===== src/tkch_pkg.sv =====
// Shared types, event codes and helper functions for the two-key click and hold detector.
`timescale 1ns / 1ps

package tkch_pkg;

    localparam int KEY_W = 2;
    localparam int MS_W  = 8;
    localparam int SUM_W = 16;
    localparam int CFG_W = 16;
    localparam int EV_W  = 3;
    localparam int IDX_W = 2;

    localparam logic [KEY_W-1:0] KEYS_NONE = 2'b00;
    localparam logic [KEY_W-1:0] KEYS_BOTH = 2'b11;
    localparam logic [SUM_W-1:0] SUM_MAX   = {SUM_W{1'b1}};

    // Configuration register indexes.
    localparam logic [IDX_W-1:0] REG_HOLD_TIME    = 2'd0;
    localparam logic [IDX_W-1:0] REG_CLICK_TIME   = 2'd1;
    localparam logic [IDX_W-1:0] REG_RELEASE_TIME = 2'd2;

    // Event codes.
    localparam logic [EV_W-1:0] EV_NONE       = 3'd0;
    localparam logic [EV_W-1:0] EV_UP_CLICK   = 3'd1;
    localparam logic [EV_W-1:0] EV_DOWN_CLICK = 3'd2;
    localparam logic [EV_W-1:0] EV_BOTH_CLICK = 3'd3;
    localparam logic [EV_W-1:0] EV_UP_HOLD    = 3'd4;
    localparam logic [EV_W-1:0] EV_DOWN_HOLD  = 3'd5;
    localparam logic [EV_W-1:0] EV_BOTH_HOLD  = 3'd6;

    typedef enum logic [1:0] {
        PH_WAIT     = 2'd0,
        PH_DEBOUNCE = 2'd1,
        PH_HOLD     = 2'd2
    } phase_t;

    typedef struct packed {
        logic [CFG_W-1:0] hold_ms;
        logic [CFG_W-1:0] click_ms;
        logic [CFG_W-1:0] rel_ms;
    } cfg_t;

    typedef struct packed {
        logic             valid;
        logic [KEY_W-1:0] keys;
        logic [MS_W-1:0]  ms;
    } scan_t;

    function automatic logic [EV_W-1:0] click_code(input logic [KEY_W-1:0] set);
        logic [EV_W-1:0] code;
        case (set)
            2'b01:   code = EV_UP_CLICK;
            2'b10:   code = EV_DOWN_CLICK;
            2'b11:   code = EV_BOTH_CLICK;
            default: code = EV_NONE;
        endcase
        return code;
    endfunction

    function automatic logic [EV_W-1:0] hold_code(input logic [KEY_W-1:0] set);
        logic [EV_W-1:0] code;
        case (set)
            2'b01:   code = EV_UP_HOLD;
            2'b10:   code = EV_DOWN_HOLD;
            2'b11:   code = EV_BOTH_HOLD;
            default: code = EV_NONE;
        endcase
        return code;
    endfunction

endpackage


===== src/two_key_click_hold_detector.sv =====
// Top level of the two-key click and hold detector with its stream channels.
`timescale 1ns / 1ps

// Usage:
// Scan items enter on the s_ stream channel; each carries the raw active-low
// levels of the up and down keys and the milliseconds since the last scan.
// Every accepted item produces exactly one result item on the m_ channel
// carrying an event code (none, click or hold of up, down or both keys).
// An item is registered on entry and its result is registered on exit; the
// item moves on when the result register is free or being taken. With the
// receiver always ready one item is accepted and one result delivered every
// cycle. When the receiver stalls, the result register holds its item, the
// entry register fills, and s_tready falls until the result is taken; no item
// is lost or repeated. Times are written through cfg_we, cfg_index and
// cfg_wdata; the user must write them only while the block is idle, which
// the block does not enforce. Synchronous reset (aresetn low) empties both
// registers, returns to waiting for a press, clears the press set and
// accumulator, and loads hold 1000 ms, click 20 ms and release 50 ms.

module two_key_click_hold_detector (
    input  logic                        aclk,
    input  logic                        aresetn,
    input  logic                        s_tvalid,
    output logic                        s_tready,
    input  logic [15:0]                 s_tdata,   // [1:0] key_pins, [9:2] elapsed_ms
    output logic                        m_tvalid,
    input  logic                        m_tready,
    output logic [7:0]                  m_tdata,   // [2:0] event_code
    input  logic                        cfg_we,
    input  logic [tkch_pkg::IDX_W-1:0]  cfg_index,
    input  logic [tkch_pkg::CFG_W-1:0]  cfg_wdata
);
    import tkch_pkg::*;

    cfg_t             cfg;
    scan_t            scan;
    logic [EV_W-1:0]  evt;

    logic             in_valid_reg;
    logic [KEY_W-1:0] keys_reg;
    logic [MS_W-1:0]  ms_reg;
    logic             out_valid_reg;
    logic [EV_W-1:0]  evt_reg;
    logic             advance;

    // The entry item moves into the result register whenever that is free.
    assign advance  = !out_valid_reg || m_tready;
    assign s_tready = !in_valid_reg || advance;

    assign scan.valid = in_valid_reg && advance;
    assign scan.keys  = ~keys_reg;
    assign scan.ms    = ms_reg;

    tkch_cfg u_cfg (
        .aclk      (aclk),
        .aresetn   (aresetn),
        .cfg_we    (cfg_we),
        .cfg_index (cfg_index),
        .cfg_wdata (cfg_wdata),
        .cfg       (cfg)
    );

    tkch_fsm u_fsm (
        .aclk    (aclk),
        .aresetn (aresetn),
        .cfg     (cfg),
        .scan    (scan),
        .evt     (evt)
    );

    always_ff @(posedge aclk) begin
        if (!aresetn) begin
            in_valid_reg <= 1'b0;
        end else if (s_tready) begin
            in_valid_reg <= s_tvalid;
        end
    end

    always_ff @(posedge aclk) begin
        if (s_tvalid && s_tready) begin
            keys_reg <= s_tdata[KEY_W-1:0];
            ms_reg   <= s_tdata[KEY_W+MS_W-1:KEY_W];
        end
    end

    always_ff @(posedge aclk) begin
        if (!aresetn) begin
            out_valid_reg <= 1'b0;
        end else if (advance) begin
            out_valid_reg <= in_valid_reg;
        end
    end

    always_ff @(posedge aclk) begin
        if (scan.valid) begin
            evt_reg <= evt;
        end
    end

    assign m_tvalid = out_valid_reg;
    assign m_tdata  = {{(8-EV_W){1'b0}}, evt_reg};

`ifndef SYNTHESIS
    // The input side only stalls when both registers hold an item.
    assert property (@(posedge aclk) disable iff (!aresetn)
        !s_tready |-> (in_valid_reg && out_valid_reg))
        else $error("input stalled with a free register");

    // A scan with zero elapsed time always yields no event.
    assert property (@(posedge aclk) disable iff (!aresetn)
        (scan.valid && ms_reg == '0) |=> (m_tvalid && m_tdata[EV_W-1:0] == EV_NONE))
        else $error("zero elapsed scan produced an event");
`endif

endmodule


===== src/tkch_cfg.sv =====
// Configuration register file holding the hold, click and release times.
`timescale 1ns / 1ps

module tkch_cfg (
    input  logic                        aclk,
    input  logic                        aresetn,
    input  logic                        cfg_we,
    input  logic [tkch_pkg::IDX_W-1:0]  cfg_index,
    input  logic [tkch_pkg::CFG_W-1:0]  cfg_wdata,
    output tkch_pkg::cfg_t              cfg
);
    import tkch_pkg::*;

    cfg_t cfg_reg;

    always_ff @(posedge aclk) begin
        if (!aresetn) begin
            cfg_reg.hold_ms  <= CFG_W'(1000);
            cfg_reg.click_ms <= CFG_W'(20);
            cfg_reg.rel_ms   <= CFG_W'(50);
        end else if (cfg_we) begin
            case (cfg_index)
                REG_HOLD_TIME:    cfg_reg.hold_ms  <= cfg_wdata;
                REG_CLICK_TIME:   cfg_reg.click_ms <= cfg_wdata;
                REG_RELEASE_TIME: cfg_reg.rel_ms   <= cfg_wdata;
                default:          ;
            endcase
        end
    end

    assign cfg = cfg_reg;

endmodule


===== src/tkch_fsm.sv =====
// Phase state machine: debounce, click and hold; one scan item per cycle while valid.
`timescale 1ns / 1ps

module tkch_fsm (
    input  logic                       aclk,
    input  logic                       aresetn,
    input  tkch_pkg::cfg_t             cfg,
    input  tkch_pkg::scan_t            scan,
    output logic [tkch_pkg::EV_W-1:0]  evt
);
    import tkch_pkg::*;

    phase_t           phase_reg, phase_next;
    logic [KEY_W-1:0] press_reg, press_next;
    logic [SUM_W-1:0] sum_reg, sum_next;

    logic             active;
    logic [SUM_W:0]   sum_wide;
    logic [SUM_W-1:0] sum_sat;
    logic             held_long;
    logic             click_ok;
    logic             quiet_long;

    // A scan with zero elapsed time leaves everything untouched.
    assign active     = scan.valid && (scan.ms != '0);
    assign sum_wide   = {1'b0, sum_reg} + {{(SUM_W+1-MS_W){1'b0}}, scan.ms};
    assign sum_sat    = sum_wide[SUM_W] ? SUM_MAX : sum_wide[SUM_W-1:0];
    assign held_long  = sum_sat >= cfg.hold_ms;
    assign click_ok   = sum_reg >= cfg.click_ms;
    assign quiet_long = sum_sat >= cfg.rel_ms;

    always_comb begin
        phase_next = phase_reg;
        press_next = press_reg;
        sum_next   = sum_reg;
        if (active) begin
            case (phase_reg)
                PH_DEBOUNCE: begin
                    if (scan.keys == press_reg) begin
                        if (held_long) begin
                            phase_next = PH_HOLD;
                            sum_next   = '0;
                        end else begin
                            sum_next = sum_sat;
                        end
                    end else if (scan.keys == KEYS_NONE) begin
                        phase_next = PH_WAIT;
                        sum_next   = '0;
                    end else if (press_reg != KEYS_BOTH && scan.keys == KEYS_BOTH) begin
                        press_next = KEYS_BOTH;
                        sum_next   = '0;
                    end else if (press_reg == KEYS_BOTH) begin
                        if (click_ok) begin
                            phase_next = PH_HOLD;
                        end else begin
                            press_next = scan.keys;
                        end
                        sum_next = '0;
                    end else begin
                        press_next = scan.keys;
                        sum_next   = '0;
                    end
                end
                PH_HOLD: begin
                    if (scan.keys == KEYS_NONE) begin
                        if (quiet_long) begin
                            phase_next = PH_WAIT;
                            sum_next   = '0;
                        end else begin
                            sum_next = sum_sat;
                        end
                    end else begin
                        sum_next = '0;
                    end
                end
                default: begin
                    if (scan.keys != KEYS_NONE) begin
                        phase_next = PH_DEBOUNCE;
                        press_next = scan.keys;
                        sum_next   = '0;
                    end
                end
            endcase
        end
    end

    always_comb begin
        evt = EV_NONE;
        if (active) begin
            case (phase_reg)
                PH_DEBOUNCE: begin
                    if (scan.keys == press_reg) begin
                        if (held_long) begin
                            evt = hold_code(press_reg);
                        end
                    end else if (scan.keys == KEYS_NONE) begin
                        if (click_ok) begin
                            evt = click_code(press_reg);
                        end
                    end else if (press_reg == KEYS_BOTH && click_ok) begin
                        evt = EV_BOTH_CLICK;
                    end
                end
                default: evt = EV_NONE;
            endcase
        end
    end

    always_ff @(posedge aclk) begin
        if (!aresetn) begin
            phase_reg <= PH_WAIT;
            press_reg <= KEYS_NONE;
            sum_reg   <= '0;
        end else begin
            phase_reg <= phase_next;
            press_reg <= press_next;
            sum_reg   <= sum_next;
        end
    end

`ifndef SYNTHESIS
    // While debouncing there is always at least one key in the press set.
    assert property (@(posedge aclk) disable iff (!aresetn)
        phase_reg == PH_DEBOUNCE |-> press_reg != KEYS_NONE)
        else $error("debounce phase with empty press set");

    // Outside debounce no event can be produced.
    assert property (@(posedge aclk) disable iff (!aresetn)
        phase_reg != PH_DEBOUNCE |-> evt == EV_NONE)
        else $error("event reported outside debounce phase");
`endif

endmodule


===== config.mk =====
export PLATFORM = sky130hd
export DESIGN_NAME = two_key_click_hold_detector
export DESIGN_NICKNAME = d
export VERILOG_FILES = /design/src/tkch_pkg.sv /design/src/two_key_click_hold_detector.sv /design/src/tkch_cfg.sv /design/src/tkch_fsm.sv
export SDC_FILE = /design/constraint.sdc
export NUM_CORES = 1
export LEC_CHECK = 0
export ABC_CLOCK_PERIOD_IN_PS = 5300
export BUFFER_PORTS_ARGS = -buffer_cell sky130_fd_sc_hd__buf_2
export CAP_MARGIN = 10
export CORE_ASPECT_RATIO = 2
export CORE_MARGIN = 2
export CORE_UTILIZATION = 25
export DETAILED_ROUTE_END_ITERATION = 6
export SLEW_MARGIN = 20
export SYNTH_ARGS = -nofsm -noshare
export SYNTH_HDL_FRONTEND = slang
export SYNTH_SLANG_ARGS = --single-unit

===== constraint.sdc =====
create_clock -name aclk -period 5.3 [get_ports aclk]
set_input_delay 1.59 -clock aclk [delete_from_list [all_inputs] [get_ports aclk]]
set_output_delay 1.59 -clock aclk [all_outputs]
set_load 0.02 [all_outputs]

* Word-level counts from Yosys, hierarchy flattened *
Index checks and enable logic that the tools add are counted.

word-level totals
  bits of input ports = 39
  register bits after elaboration = 83
  output and inout port bits = 10
  word-level logic and storage cells = 89

cells by class
  muxes and demuxes = 31
  equality and inequality tests = 19
  bitwise operators = 2
  reduce and logical (&&, ||, !) cells = 22
  $lt $le $gt $ge = 3
  $add $sub $neg = 1

operator list
  cell                                                    number
  two-way mux 16 bit                                      6
  >= comparator 16 bit                                    3
  two-way mux 2 bit                                       16
  one-hot mux 16 bit (2 select lines)                     1
  adder 16 x 8 -> 17 bit                                  1
  two-way mux 3 bit                                       4
  == test 2 bit (second input constant)                   5
  AND reduction 2 bit                                     5
  one-hot mux 3 bit (3 select lines)                      1
  inequality test 4 x 1 -> 1 bit (second input constant)  2
  one-hot mux 2 bit (2 select lines)                      2
  AND reduction 8 bit                                     1
  nonzero test 8 bit                                      1
  == test 2 x 1 -> 1 bit (second input constant)          3
  inequality test 2 bit (second input constant)           3
  one-hot mux 2 bit (3 select lines)                      1
  AND reduction 6 bit                                     1
  logical AND 1 bit                                       5
  zero test 2 bit                                         2
  inequality test 2 x 1 -> 1 bit (second input constant)  2
  inequality test 4 x 3 -> 1 bit (second input constant)  1
  inequality test 4 bit (second input constant)           1
  nonzero test 2 bit                                      2
  inequality test 3 x 2 -> 1 bit (second input constant)  1
  6 further kinds                                         8

* Depth between registers and ports, before layout *
  depth after elaboration = 7
  depth in mapped cells = 17
  mapped depth without buffers = 16

* Modules after synthesis *
A second synthesis with hierarchy kept.

unflattened totals
  cell total of the unflattened synthesis = 560
  area, all modules = 5167.5 µm²

modules (own cells, without submodules)
  module                       area an instance (µm²)  sequential area each (µm²)  cells each  instances
  tkch_fsm                     2731.4                  400.4                       345         1
  tkch_cfg                     1893.1                  960.9                       185         1
  two_key_click_hold_detector  543.0                   430.4                       30          1

* Worst setup path after synthesis *
Ideal clock, no wire load.

  path kind = register to register
  start point = reg ms_reg[0]
  end point = reg u_fsm.phase_reg[1]
  cell stages (with the launch flop) = 17
  clock period less this slack = 4.464 ns
  setup time = 0.072 ns
  arrival time = 4.392 ns
  slack = 0.836 ns
  required time = 5.228 ns
  path through = edfxtp_1 > ha_1 > fa_1 > a21o_1 > a221oi_1 > nand2_1 > nand3_1 > nand2_1 > mux2_2 > ha_1 > nand4_1 > or3_1 > a221o_1 > and4b_4 > or4_1 > o21ba_4 > mux2i_1

on the way
  cells in the longest elaborated chain, start to end = 5
  elaborated cells between the ends (all ways) = 9
  those cells by class = add/sub: 1; order compare: 2; eq/ne: 2; mux: 1; reduce/logical: 3

ends and longest elaborated chain
  what                                                                                               line                               RTL
  start, declared                                                                                    two_key_click_hold_detector.sv:41  logic [MS_W-1:0] ms_reg;
  start signal, assigned                                                                             two_key_click_hold_detector.sv:82  ms_reg <= s_tdata[KEY_W+MS_W-1:KEY_W];
  adder 16 x 8 -> 17 bit                                                                             tkch_fsm.sv:26                     assign sum_wide = {1'b0, sum_reg} + {{(SUM_W+1-MS_W){1'b0}}, scan.ms};
  two-way mux 16 bit                                                                                 tkch_fsm.sv:27                     assign sum_sat = sum_wide[SUM_W] ? SUM_MAX : sum_wide[SUM_W-1:0];
  >= comparator 16 bit (on tied branches)                                                            tkch_fsm.sv:28, tkch_fsm.sv:30
  inequality test 3 x 2 -> 1 bit (no line) / inequality test 2 x 1 -> 1 bit (equally long branches)  --
  AND reduction 8 bit (no line) *                                                                    --
  end signal, assigned                                                                               tkch_fsm.sv:115                    phase_reg <= phase_next;
  end, declared                                                                                      tkch_fsm.sv:13                     phase_t phase_reg, phase_next;

Mark *: on every way between the ends. The rest lies on a longest branch, timed or not.
A chain may end at the register's enable or synchronous reset.

* Worst setup path after layout *
  start point = reg ms_reg[4]
  end point = reg u_fsm.phase_reg[1]

Same word-level chain as after synthesis.

==> out/qor.yml <==
run_status:
  status: "finished, final reports clean"
power_and_ir_drop:
  switching_share_pct: 26.2
  power_mw: 1.42
  power_frac_seq_pct: 47.7
  power_report.internal_total_mw: 1.05
  p_clk_share_pct: 42.4
  ir_drop_mv: 0.141
  p_per_area_mw_per_mm2: 250
  p_sw_mw: 0.371
  p_leak_nw: 2.30
  combPwrFrac_pct: 9.9
sta:
  hold_ws_ns: 0.466
  finalCritPeriodShare_pct: 94.9
  finalMaxSlewViolations: 0
  rsz0062_at_grt: "false"
  fin_worst_skew_ns: 0.00905
  slew_headroom_pct: 38.8
  max_freq_ghz: 0.199
  min_period_ns: 5.03
  hold_viol: 0
  tns_ns: 0
  setup_viol: 0
  tightest_slew_ns: 0.918
clock_network:
  cts.clk_slew.worst_paths_ns: 0.07
  clock-sinks: 83
  cts_max_level: 3
  clock_path_buffers: 2
  insertion_delay_ns: 0.36
  cts_setup_buffers: 0
  postCtsResizedCells: 0
  cts_tree: "built"
  hold_buffers: 0
  root_buffer: "clkbuf_16"
  numCtsBuffers: 9
cells_and_area:
  final_common_cell: "nand2_1"
  finalInstanceArea_sq_mm: 0.00566
  fill_cells: 2110
  nNetsFinal: 710
  fin_util_pct: 29.4
  diodes: 0
  layout_common_cells: "nand2_1, dfxtp_1, ha_1"
  area_delta_synth_final_pct: 15.7
  drive_gt1_share_pct: 11.8
  largest_reg_flops: 48
floorplanning:
  coreArea_sq_mm: 0.0193
  die-area_sq_mm: 0.0208
  pin_count: 49
  die_x_microns: 103
  initial_core_util_pct: 25.4
  die_h_microns: 202
  rows: 72
critical_path:
  worstPathRequired_ns: 5.58
  critPathCaptureType: "flip-flop"
  cp_max_fo: 5
  arrival_ns: 5.31
  startpoint_type: "flip-flop"
  worstSetupPathType: "reg2reg"
routing:
  drtPass1Iterations: 4
  viasPerCell: 4.60
  drc_errors: 0
  postRouteAntennaNets: 0
  wirelength_mm: 12.5
  drt_iter0_markers: 94
  route.vias.total: 4026
  drt-wirelength-per-cell_microns: 14.3
placement:
  io_buffers: 37
  post_dp_cell_area_sq_mm: 0.00538
  dp_hpwl_mm: 9.85
  place_congestion: 0.826
logic_synthesis:
  ys_ff_latch: 83
  synth_cells: 578
  yosys_warnings: 0
  yosys_most_used_dff: "dfxtp_1"
  synth_cell_types: 51
  synth_seq_area_share_pct: 36.6
  synth.top_cell.area_share_pct: 28.6
  async_reset_ff_share_pct: 0
  synth.area.top_cells: "dfxtp_1, ha_1, nand2_1"
  synth_largest_area_cell: "dfxtp_1"
  synth_edf_count: 13
  syn_area_sq_mm: 0.00489
  syn_avg_cell_area_sq_um: 8.47
global_routing:
  grt_max_degree: 58
  grt_remaining_overflow: 0
  grt_pass1_vias: 4070
  grt_pass1_wl_mm: 20.2
  antenna_found_initial: 0
  grt_usage_pct: 12.9
job:
  max_cap_violations: 0
worst_hold_path:
  worst_hold_path_type: "reg2reg"
critical path: stages, from the launching register on:
cell      delay [ns]
edfxtp_1        0.41
ha_1            0.40
nand3_1         0.09
nor2_1          0.11
a311oi_1        0.09
o31ai_1         0.65
nor3b_1         0.27
mux2_2          0.40
ha_1            0.32
nand4_1         0.18
or3_1           0.46
a221o_1         0.36
and4b_4         0.23
or4_1           0.51
o21ba_4         0.26
mux2i_1         0.21
layout make-up:
type / count / area [sq um] / share of cell area (%)
clock buffers: 10 / 239 / 4.22
multi-input cells: 417 / 2800 / 49.4
flip-flops and latches: 83 / 1790 / 31.6
clock inverters: 6 / 40.0 / 0.707
well taps: 259 / 324 / 5.72
inverters: 55 / 206 / 3.65
repair buffers: 46 / 265 / 4.68
kinds of logic after synthesis:
kind of cell             share of synthesized area, %
XOR/XNOR                                         1.61
flip-flops                                       36.6
AO/OA/AOI/OAI                                    19.1
multiplexers                                     1.76
buffers and inverters                            6.67
adder cells (fa/ha/maj)                          15.2
other                                          0.0766
AND/OR/NAND/NOR                                  19.0
metal layers:
metal | routed length, microns | part of all wire (%) | up-vias | GRT usage [%]
met5 | 0 | 0 | - | 0
met4 | 634 | 5.1 | 0 | 8.22
met3 | 497 | 4.0 | 34 | 3.32
met2 | 6920 | 55 | 79 | 23.7
met1 | 4430 | 35 | 1841 | 12.0
li1 | - | - | 2072 | -
through the flow:
stage / worst slack [ns] / cells
global route: 0.0587 / 876
global placement: 0.288 / 860
CTS: 0.230 / 876
finish: 0.271 / 876
detailed placement: 0.241 / 860
floorplan: 0.836 / 582
power by group through the flow:
| stage | sequential (mW) | clock [mW] | combinational (mW) |
|---|---|---|---|
| floorplan | 0.685 | 0 | 0.100 |
| global placement | 0.690 | 0 | 0.140 |
| detailed placement | 0.691 | 0 | 0.142 |
| CTS | 0.677 | 0.615 | 0.143 |
| global route | 0.679 | 0.643 | 0.160 |
| finish | 0.677 | 0.601 | 0.140 |
synthesized netlist by cell type, drive strengths merged (3+ instances only):
| cell | number |
|---|---|
| buf | 5 |
| xnor2 | 4 |
| a22o | 15 |
| nand2b | 4 |
| nand2 | 127 |
| nand3 | 12 |
| o21ai | 19 |
| ha | 58 |
| dfxtp | 70 |
| o21a | 5 |
| nor3b | 3 |
| and3 | 4 |
| and2 | 3 |
| edfxtp | 13 |
| and4 | 3 |
| o211ai | 12 |
| a21o | 4 |
| a21boi | 38 |
| nor2b | 5 |
| a31oi | 4 |
| mux2 | 5 |
| inv | 55 |
| clkbuf | 22 |
| nand4 | 11 |
| xor2 | 5 |
| nor2 | 13 |
| nor3 | 3 |
| mux2i | 3 |
| a2111oi | 3 |
| a21oi | 23 |
worst paths after layout:
check	from	endpoint	slack [ns]	cells past startpoint
max	ms_reg[4]$_DFFE_PP_	u_fsm.phase_reg[1]$_SDFFE_PN0P_	0.27	15
min	u_cfg.cfg[26]$_SDFFE_PN0P_	u_cfg.cfg[26]$_SDFFE_PN0P_	0.47	2
max reg2reg	ms_reg[4]$_DFFE_PP_	u_fsm.phase_reg[1]$_SDFFE_PN0P_	0.27	15
min reg2reg	u_cfg.cfg[26]$_SDFFE_PN0P_	u_cfg.cfg[26]$_SDFFE_PN0P_	0.47	2
Power figures use the tool's default switching activity.
